**config.mk**
```make
export PLATFORM = sky130hd
export DESIGN_NAME = centered_alpha_over_merge_unit
export DESIGN_NICKNAME = d
export VERILOG_FILES = /design/src/rtl/core/caom_pkg.sv /design/src/rtl/core/caom_cfg.sv /design/src/rtl/core/caom_cover.sv /design/src/rtl/core/caom_blend.sv /design/src/rtl/core/centered_alpha_over_merge_unit.sv
export SDC_FILE = /design/constraint.sdc
export NUM_CORES = 2
export LEC_CHECK = 0
export BUFFER_PORTS_ARGS = -buffer_cell sky130_fd_sc_hd__buf_2
export CORE_MARGIN = 5
export CORE_UTILIZATION = 40
export DETAILED_ROUTE_END_ITERATION = 8
export PLACE_DENSITY = 0.67
export SYNTH_ARGS = -nofsm -noshare
export SYNTH_HDL_FRONTEND = slang
export SYNTH_SLANG_ARGS = --single-unit
```
**constraint.sdc**
```tcl
create_clock -name clk -period 13 [get_ports clk]
set_input_delay 1.3 -clock clk [delete_from_list [all_inputs] [get_ports clk]]
set_output_delay 1.3 -clock clk [all_outputs]
set_load 0.005 [all_outputs]
```
**src/rtl/core/caom_pkg.sv**
```systemverilog
`timescale 1ns / 1ps
// ----------------------------------------------------------------------------
// caom_pkg
// Shared types and constants for the centered alpha-over merge unit.
// ----------------------------------------------------------------------------
package caom_pkg;

    // Largest image side in pixels; register writes above it saturate.
    localparam int MAX_SIDE = 4096;
    localparam int SIDE_W   = $clog2(MAX_SIDE + 1);
    localparam int COORD_W  = 12;
    localparam int CHAN_W   = 8;
    localparam int CFG_IDX_W = 2;

    // Register indexes
    localparam logic [CFG_IDX_W-1:0] REG_FIRST_WIDTH   = 2'd0;
    localparam logic [CFG_IDX_W-1:0] REG_FIRST_HEIGHT  = 2'd1;
    localparam logic [CFG_IDX_W-1:0] REG_SECOND_WIDTH  = 2'd2;
    localparam logic [CFG_IDX_W-1:0] REG_SECOND_HEIGHT = 2'd3;

    typedef enum logic [1:0] {
        COV_NONE   = 2'd0,
        COV_FIRST  = 2'd1,
        COV_SECOND = 2'd2,
        COV_BOTH   = 2'd3
    } cov_t;

    typedef struct packed {
        logic [SIDE_W-1:0] first_width;
        logic [SIDE_W-1:0] first_height;
        logic [SIDE_W-1:0] second_width;
        logic [SIDE_W-1:0] second_height;
    } cfg_t;

    typedef struct packed {
        logic [CHAN_W-1:0] red;
        logic [CHAN_W-1:0] green;
        logic [CHAN_W-1:0] blue;
        logic [CHAN_W-1:0] alpha;
    } pixel_t;

endpackage

```
**src/rtl/core/caom_cfg.sv**
```systemverilog
`timescale 1ns / 1ps
// ----------------------------------------------------------------------------
// caom_cfg
// Image size registers with write-side saturation to the largest side.
// ----------------------------------------------------------------------------
module caom_cfg
    import caom_pkg::*;
(
    input  logic                 clk,
    input  logic                 rst_n,
    input  logic                 cfg_write,
    input  logic [CFG_IDX_W-1:0] cfg_index,
    input  logic [SIDE_W-1:0]    cfg_data,
    output cfg_t                 cfg
);

    localparam logic [SIDE_W-1:0] SIDE_MAX = SIDE_W'(MAX_SIDE);
    localparam logic [SIDE_W-1:0] SIDE_ONE = SIDE_W'(1);

    cfg_t              cfg_reg;
    logic [SIDE_W-1:0] value_sat;

    assign value_sat = (cfg_data > SIDE_MAX) ? SIDE_MAX : cfg_data;

    always_ff @(posedge clk or negedge rst_n)
    begin
        if (!rst_n)
        begin
            cfg_reg.first_width   <= SIDE_ONE;
            cfg_reg.first_height  <= SIDE_ONE;
            cfg_reg.second_width  <= SIDE_ONE;
            cfg_reg.second_height <= SIDE_ONE;
        end
        else if (cfg_write)
        begin
            case (cfg_index)
                REG_FIRST_WIDTH:   cfg_reg.first_width   <= value_sat;
                REG_FIRST_HEIGHT:  cfg_reg.first_height  <= value_sat;
                REG_SECOND_WIDTH:  cfg_reg.second_width  <= value_sat;
                REG_SECOND_HEIGHT: cfg_reg.second_height <= value_sat;
                default: ;
            endcase
        end
    end

    assign cfg = cfg_reg;

endmodule

```
**src/rtl/core/caom_cover.sv**
```systemverilog
`timescale 1ns / 1ps
// ----------------------------------------------------------------------------
// caom_cover
// Decides which of the two centered images covers a canvas pixel.
// ----------------------------------------------------------------------------
module caom_cover
    import caom_pkg::*;
(
    input  cfg_t               cfg,
    input  logic [COORD_W-1:0] x,
    input  logic [COORD_W-1:0] y,
    output cov_t               cov
);

    // p inside a span of length len centered on a canvas of length full
    function automatic logic span_hit(
        input logic [COORD_W-1:0] p,
        input logic [SIDE_W-1:0]  len,
        input logic [SIDE_W-1:0]  full
    );
        logic [SIDE_W-1:0] off;
        logic [SIDE_W:0]   stop;
        logic [SIDE_W:0]   pos;
        off  = (full - len) >> 1;
        stop = {1'b0, off} + {1'b0, len};
        pos  = (SIDE_W + 1)'(p);
        return (pos >= {1'b0, off}) && (pos < stop);
    endfunction

    logic [SIDE_W-1:0] canvas_w;
    logic [SIDE_W-1:0] canvas_h;
    logic              hit_first;
    logic              hit_second;

    assign canvas_w = (cfg.first_width > cfg.second_width) ?
                      cfg.first_width : cfg.second_width;
    assign canvas_h = (cfg.first_height > cfg.second_height) ?
                      cfg.first_height : cfg.second_height;

    assign hit_first  = span_hit(x, cfg.first_width, canvas_w) &&
                        span_hit(y, cfg.first_height, canvas_h);
    assign hit_second = span_hit(x, cfg.second_width, canvas_w) &&
                        span_hit(y, cfg.second_height, canvas_h);

    assign cov = cov_t'({hit_second, hit_first});

endmodule

```
**src/rtl/core/caom_blend.sv**
```systemverilog
`timescale 1ns / 1ps
// ----------------------------------------------------------------------------
// caom_blend
// Over compositing of the upper pixel onto the lower one in 8-bit fixed point.
// ----------------------------------------------------------------------------
module caom_blend
    import caom_pkg::*;
(
    input  pixel_t first_px,
    input  pixel_t second_px,
    input  cov_t   cov,
    output pixel_t res_px
);

    localparam int PROD_W = 2 * CHAN_W;
    localparam logic [CHAN_W-1:0] FULL = {CHAN_W{1'b1}};

    // round(v / 255) for v <= 255*255, without a divider:
    // t = v + 127, t / 255 = (t + 1 + (t >> 8)) >> 8 for t < 65535
    function automatic logic [CHAN_W-1:0] div255_round(input logic [PROD_W-1:0] v);
        logic [PROD_W:0] t;
        logic [PROD_W:0] q;
        t = {1'b0, v} + (PROD_W + 1)'(127);
        q = t + (PROD_W + 1)'(1) + (t >> CHAN_W);
        return q[PROD_W-1:CHAN_W];
    endfunction

    function automatic logic [CHAN_W-1:0] mix(
        input logic [CHAN_W-1:0] c1,
        input logic [CHAN_W-1:0] a1w,
        input logic [CHAN_W-1:0] c2,
        input logic [CHAN_W-1:0] a2
    );
        logic [PROD_W-1:0] sum;
        sum = (PROD_W'(c2) * PROD_W'(a2)) + (PROD_W'(a1w) * PROD_W'(c1));
        return div255_round(sum);
    endfunction

    logic [CHAN_W-1:0] room;
    logic [CHAN_W-1:0] a11;
    logic [CHAN_W-1:0] weight1;

    assign room = FULL - second_px.alpha;
    assign a11  = (first_px.alpha < room) ? first_px.alpha : room;
    // lower weight drops out when only the upper image covers
    assign weight1 = (cov == COV_BOTH) ? a11 : '0;

    always_comb
    begin
        case (cov)
            COV_BOTH, COV_SECOND:
            begin
                res_px.red   = mix(first_px.red,   weight1, second_px.red,   second_px.alpha);
                res_px.green = mix(first_px.green, weight1, second_px.green, second_px.alpha);
                res_px.blue  = mix(first_px.blue,  weight1, second_px.blue,  second_px.alpha);
                res_px.alpha = weight1 + second_px.alpha;
            end
            COV_FIRST:
            begin
                res_px = first_px;
            end
            default:
            begin
                res_px = '0;
            end
        endcase
    end

endmodule

```
**src/rtl/core/centered_alpha_over_merge_unit.sv**
```systemverilog
`timescale 1ns / 1ps
// ----------------------------------------------------------------------------
// centered_alpha_over_merge_unit
// Merges two centered RGBA images one canvas pixel at a time, placing the
// upper image over the lower one with the over operator.
// ----------------------------------------------------------------------------
//
//  Channel   Handshake                   Payload
//  -------   -------------------------   --------------------------------------
//  in        in_valid / in_ready         out_x, out_y, first_*, second_*
//  out       out_valid / out_ready       res_red/green/blue/alpha, coverage
//  cfg       cfg_write (no wait)         cfg_index, cfg_data
//
//  One request per clock sustained while out_ready stays high. A request passes
//  an input register, then coverage decode plus the 8x8 multiply and
//  divide-by-255 into the result register.
//  Reset clears both valid flags and sets all four sizes to 1.
//  A stalled result holds in the result register; an empty input stage still
//  takes one request, but with both stages full in_ready drops in that cycle.
// ----------------------------------------------------------------------------
module centered_alpha_over_merge_unit
    import caom_pkg::*;
(
    input  logic                 clk,
    input  logic                 rst_n,

    input  logic                 cfg_write,
    input  logic [CFG_IDX_W-1:0] cfg_index,
    input  logic [SIDE_W-1:0]    cfg_data,

    input  logic                 in_valid,
    output logic                 in_ready,
    input  logic [COORD_W-1:0]   out_x,
    input  logic [COORD_W-1:0]   out_y,
    input  logic [CHAN_W-1:0]    first_red,
    input  logic [CHAN_W-1:0]    first_green,
    input  logic [CHAN_W-1:0]    first_blue,
    input  logic [CHAN_W-1:0]    first_alpha,
    input  logic [CHAN_W-1:0]    second_red,
    input  logic [CHAN_W-1:0]    second_green,
    input  logic [CHAN_W-1:0]    second_blue,
    input  logic [CHAN_W-1:0]    second_alpha,

    output logic                 out_valid,
    input  logic                 out_ready,
    output logic [CHAN_W-1:0]    res_red,
    output logic [CHAN_W-1:0]    res_green,
    output logic [CHAN_W-1:0]    res_blue,
    output logic [CHAN_W-1:0]    res_alpha,
    output logic [1:0]           coverage
);

    cfg_t cfg;

    // input stage
    logic               s1_valid_reg;
    logic [COORD_W-1:0] s1_x_reg;
    logic [COORD_W-1:0] s1_y_reg;
    pixel_t             s1_first_reg;
    pixel_t             s1_second_reg;

    // result stage
    logic               res_valid_reg;
    pixel_t             res_px_reg;
    cov_t               res_cov_reg;

    logic   s1_advance;
    cov_t   cov_next;
    pixel_t res_px_next;

    caom_cfg u_cfg (
        .clk       (clk),
        .rst_n     (rst_n),
        .cfg_write (cfg_write),
        .cfg_index (cfg_index),
        .cfg_data  (cfg_data),
        .cfg       (cfg)
    );

    // Stage 1 moves on when the result register is empty or being drained.
    assign s1_advance = !res_valid_reg || out_ready;
    assign in_ready   = !s1_valid_reg || s1_advance;

    always_ff @(posedge clk or negedge rst_n)
    begin
        if (!rst_n)
        begin
            s1_valid_reg <= 1'b0;
        end
        else if (in_ready)
        begin
            s1_valid_reg <= in_valid;
        end
    end

    always_ff @(posedge clk)
    begin
        if (in_ready && in_valid)
        begin
            s1_x_reg      <= out_x;
            s1_y_reg      <= out_y;
            s1_first_reg  <= '{red: first_red, green: first_green,
                               blue: first_blue, alpha: first_alpha};
            s1_second_reg <= '{red: second_red, green: second_green,
                               blue: second_blue, alpha: second_alpha};
        end
    end

    caom_cover u_cover (
        .cfg (cfg),
        .x   (s1_x_reg),
        .y   (s1_y_reg),
        .cov (cov_next)
    );

    caom_blend u_blend (
        .first_px  (s1_first_reg),
        .second_px (s1_second_reg),
        .cov       (cov_next),
        .res_px    (res_px_next)
    );

    always_ff @(posedge clk or negedge rst_n)
    begin
        if (!rst_n)
        begin
            res_valid_reg <= 1'b0;
        end
        else if (s1_advance)
        begin
            res_valid_reg <= s1_valid_reg;
        end
    end

    always_ff @(posedge clk)
    begin
        if (s1_advance && s1_valid_reg)
        begin
            res_px_reg  <= res_px_next;
            res_cov_reg <= cov_next;
        end
    end

    assign out_valid = res_valid_reg;
    assign res_red   = res_px_reg.red;
    assign res_green = res_px_reg.green;
    assign res_blue  = res_px_reg.blue;
    assign res_alpha = res_px_reg.alpha;
    assign coverage  = res_cov_reg;

endmodule

```
# Word-level counts from Yosys, hierarchy flattened
# Cells that the tools add are included.
[classes]
add_sub_neg = 22
mul = 6
n_lt_le_gt_ge = 12
eq_ne = 6
muxes = 6
n_reduce_logical = 18
[op_table]
columns = ["cell", "n"]
rows = [
  ["8-bit by 8-bit multiplier with 16-bit output", 6],
  ["32-bit one-hot mux with 2 select lines", 1],
  ["12-bit by 13-bit adder with 14-bit output", 4],
  ["12-bit by 14-bit < comparator with 1-bit output", 4],
  ["13-bit subtractor", 4],
  ["16-bit by 7-bit adder with 17-bit output, second input constant", 3],
  ["16-bit by 1-bit adder with 16-bit output, second input constant", 3],
  ["16-bit adder", 3],
  ["16-bit by 9-bit adder with 16-bit output", 3],
  ["12-bit greater-or-equal comparator", 4],
  ["13-bit 2-to-1 mux", 3],
  ["13-bit > comparator", 2],
  ["8-bit 2-to-1 mux", 2],
  ["13-bit > comparator, second input constant", 1],
  ["8-bit adder", 1],
  ["2-bit equality test, second input constant", 4],
  ["1-bit logical AND", 8],
  ["8-bit < comparator", 1],
  ["2-bit AND reduction", 4],
  ["8-bit subtractor, first input constant", 1],
  ["2-bit by 1-bit equality test with 1-bit output, second input constant", 2],
  ["1-bit zero test", 2],
  ["2-bit zero test", 1],
  ["1-bit logical OR", 2],
  ["2-bit OR reduction", 1],
]
[totals]
regBits = 176
output_inout_bits = 36
elab_cells = 91

# Depth between registers and ports, before layout
[depth]
depth_word = 15
ltp_mapped = 68
ltp_nobuf = 66

# By module
# From an unflattened synthesis, not the netlist that was laid out.
[hier_totals]
hier_cells = 3235
area_unflattened_um2 = 29394.4
[modules_own_cells]
columns = ["module", "n_inst", "cells_per_inst", "area_each_um2", "seq_area_each_um2"]
rows = [
  ["caom_blend", 1, 1973, 16430.8, 0.0],
  ["caom_cover", 1, 910, 7024.2, 0.0],
  ["centered_alpha_over_merge_unit", 1, 130, 3767.4, 3713.6],
  ["caom_cfg", 1, 222, 2172.1, 1306.3],
]

# Least setup slack after synthesis
# Ideal clock, no wire load.
[synth_path]
path_type = "flip-flop to flip-flop"
from = "register u_cfg.cfg_reg (netlist bit u_cfg.cfg[14])"
to = "register res_px_reg (netlist bit res_green[6]), data pin"
setup_time_ps = 135
t_arrival_ps = 13913
t_required_ps = 12865
path_slack_ps = -1049
path_stages_with_launch = 64
path_buffers = 3
path_cell_list = "dfrtp_1 > inv_1 > ha_1 > nor2b_1 > o21a_1 > o21a_1 > o21ai_0 > a21oi_1 > o21ai_0 > nor2_1 > clkbuf_1 > nand2_1 > o21ai_0 > ha_1 > nor2b_1 > o21ai_0 > nand2b_1 > a21o_1 > (+28 left out) > inv_1 > ha_1 > or3b_1 > o311ai_0 > a311oi_1 > a211o_1 > nor4b_2 > and2_1 > and2_1 > xnor2_1 > inv_1 > ha_1 > or3_1 > a211o_1 > a31oi_1 > a2111oi_2 > or4_1 > nand3_1"
[synth_rtl]
columns = ["item", "line_no", "text"]
rows = [
  ["start, declared", "caom_cfg.sv:20", "cfg_t cfg_reg;"],
  ["end signal, assigned", "centered_alpha_over_merge_unit.sv:139", "res_px_reg <= res_px_next;"],
  ["end, declared", "centered_alpha_over_merge_unit.sv:64", "pixel_t res_px_reg;"],
]

==> summary.txt <==
Clock network
  • Bufs on Longest Clock Path: 2
  • H-tree levels: 4
  • Root Buffer: clkbuf_16
  • Clock Sinks: 176
  • CTS tree: done
  • Clock slew at reported path FFs: 0.10 ns
  • Worst-skew pair later-pin latency: 0.53 ns
  • Total CTS buffers: 17

Placed design
  • HPWL after DPL: 67.2 mm
  • Placed Cells: 4845
  • GP Congestion: 0.920
  • Count of input and output buffers: 143

Synthesis
  • Gate Count Post-Synth: 3241
  • Seq cells post-synth: 176
  • Post-synth cell types: 95
  • Synth area leaders: fa_1 20%, ha_1 19%, edfxtp_1 12%
  • Ys Warns: 0
  • Asr flop ratio synth: 30.7%
  • Mapped Area: 29400 um^2
  • Most common cell in the netlist: inv_1
  • Syn_area_per_cell: 9.06 um^2
  • Mapped Nets: 4088
  • Commonest cells post-synth: 570 x inv_1, 442 x ha_1, 320 x nand2_1
  • Synth top area share: 20.3%
  • Most used DFF post-synth: edfxtp_1
  • Post-synth EDFFs: 122
  • Area leader, netlist: fa_1
  • Sequential-to-total area share from yosys stat: 17.1%

Setup path
  • RR Startpoint: u_cfg.cfg[40]
  • Critical path type: reg -> reg
  • Crit end category: flop
  • Worst-path fanout max: 6
  • CP arrival: 13.94 ns
  • Critical path startpoint category: flop
  • Largest stage delay on the critical path: 0.56 ns
  • Setup crit start: u_cfg.cfg[40]
  • Slowest stage cell, crit path: or4_4
  • Required time worst endpoint: 13.27 ns

Worst hold path
  • Hold Path Origin: s1_valid_reg
  • Worst Hold Class: reg -> reg

Floorplanning
  • Die X: 281 um
  • FP Rows: 99
  • Core area: 72800 um^2
  • Die area: 78900 um^2
  • Initial core utilization: 40.3%
  • Die Ht: 281 um
  • IO Pins: 144

Drt
  • Vias per cell: 5.13
  • Detailed Route WL: 87.5 mm
  • Initial DRC count: 1374
  • Pre-Repair DR Iteration Count: 5
  • Final ANT Viol Nets: 0
  • Total number of vias: 25700
  • WL/cell: 17.4 um
  • # DRC: 0

STA
  • Worst Max-Slew Pin Slew: 1.01 ns
  • Final Cycle Share: 105%
  • Final hold vios: 0
  • Worst Skew: 0.0210 ns
  • Worst Setup Slack, final: -0.669 ns
  • Final Max Tran Viols: 0
  • Unrepaired setup endpoints after global routing: yes
  • Fin crit period: 13.67 ns
  • # setup viols final: 24
  • Relative slew margins: 32.5%
  • Max Freq: 73.2 MHz

Global route
  • Grt ovf: 0
  • GRT Total Usage: 21.5%
  • Initial antenna violation count: 3
  • Vias in the first global route: 26000
  • Largest net degree at the start of global routing: 64
  • First-pass GRT wire length: 135 mm

Run status
  • Status: finished with violations
  • Failing checks: setup timing

Cells and area
  • Max reg flops: 52
  • Area occupied by multi-input gates: 24400 um^2
  • Register area: 5020 um^2
  • Net count, final: 4891
  • Post-Layout Cell Count: 5019
  • Area growth from synthesis to layout: 35.2%
  • Layout cell share with drive strength beyond 1: 31.1%
  • Fillers: 6339

Job
  • Max Cap Violations: 0
[cell type report]
cell class              count  area share, %
clock inverters            15          0.555
repair buffers            849           15.9
inverters                 571           5.40
well taps                 959           3.02
multi-input cells        2429           61.4
flip-flops and latches    176           12.6
clock buffers              17           1.07
diodes                      3         0.0189
[worst max-delay path: cells and delay by family (launching register included)]
family,cells,cell delay (ns)
fa+ha+maj,12,4.73
compound gates,22,4.12
simple gates,10,2.23
buf+inv,12,1.50
flops,1,0.42
xor+xnor,3,0.41
[repair_timing]
| item | CTS | global route |
|---|---|---|
| setup buffers | 84 | 58 |
| hold endpoints to repair | 0 | 0 |
| resized for setup | 181 | 225 |
| pin swaps | 143 | 211 |
| gates cloned | 2 | 0 |
| hold buffers | 0 | 0 |
| setup endpoints to repair | 24 | 24 |
[stage by stage]
step                      utilization [%]  setup WS [ns]  area [um^2]  TNS [ns]  hold slack (ns)
after global placement               49.1         -0.684        35800    -14.01            0.459
after floorplan                         -         -0.102        29900    -0.313            0.449
final                                54.5         -0.669        39700    -10.47            0.506
after detailed placement             49.1         -0.804        35800    -17.10            0.495
after CTS                            52.3         -0.422        38100     -6.48            0.508
after global routing                 54.5          -1.16        39700    -23.20            0.531
[worst paths after layout]
| check | depth (start not counted) | slack [ns] | endpoint |
|---|---|---|---|
| setup / recovery | 59 | -0.67 | res_blue[4] |
| hold / removal | 1 | 0.51 | out_valid |
| setup reg to reg | 59 | -0.67 | res_blue[4] |
| hold reg to reg | 1 | 0.51 | out_valid |
| max in group asynchronous | 2 | 11.62 | u_cfg.cfg[11] |
| min in group asynchronous | 2 | 0.88 | u_cfg.cfg[40] |
[per-layer routing]
layer | global-route usage (%) | vias to the layer above | routed length [um]
met1 | 27.2 | 12500 | 36000
met4 | 5.73 | 0 | 2520
met2 | 38.4 | 637 | 44400
met5 | 0 | - | 0
li1 | - | 12400 | -
met3 | 3.40 | 143 | 4700
[layout by cell type (no fill, tap or decap), types with 46 or more instances in the layout]
cell	netlist	final
inv_1	570	548
nand3_1	59	50
fa_1	297	284
nand2_1	320	306
xor2_1	78	56
ha_1	442	387
nor2_1	86	67
xnor2_1	96	76
and2_1	235	219
buf_4	0	657
buf_2	0	143
dfrtp_1	50	50
o21ai_0	141	108
ha_4	0	46
a21o_1	86	86
edfxtp_1	122	122
a21oi_1	92	58
[kinds of logic (layout without fill, tap and decap cells)]
family / count (synthesis) / after routing / share of synthesized area, %
and+or+nand+nor: 952 / 952 / 16.8
other: 0 / 3 / 0
buffers and inverters: 636 / 1452 / 8.13
AOI/OAI and AO/OA: 541 / 541 / 12.5
xor gates and xnor gates: 183 / 183 / 5.89
muxes: 13 / 13 / 0.460
adders and majority gates: 740 / 740 / 39.1
DFF: 176 / 176 / 17.1
Power is not shown: default switching activity piles up to over one toggle a cycle in this logic, so the estimate is an artifact.
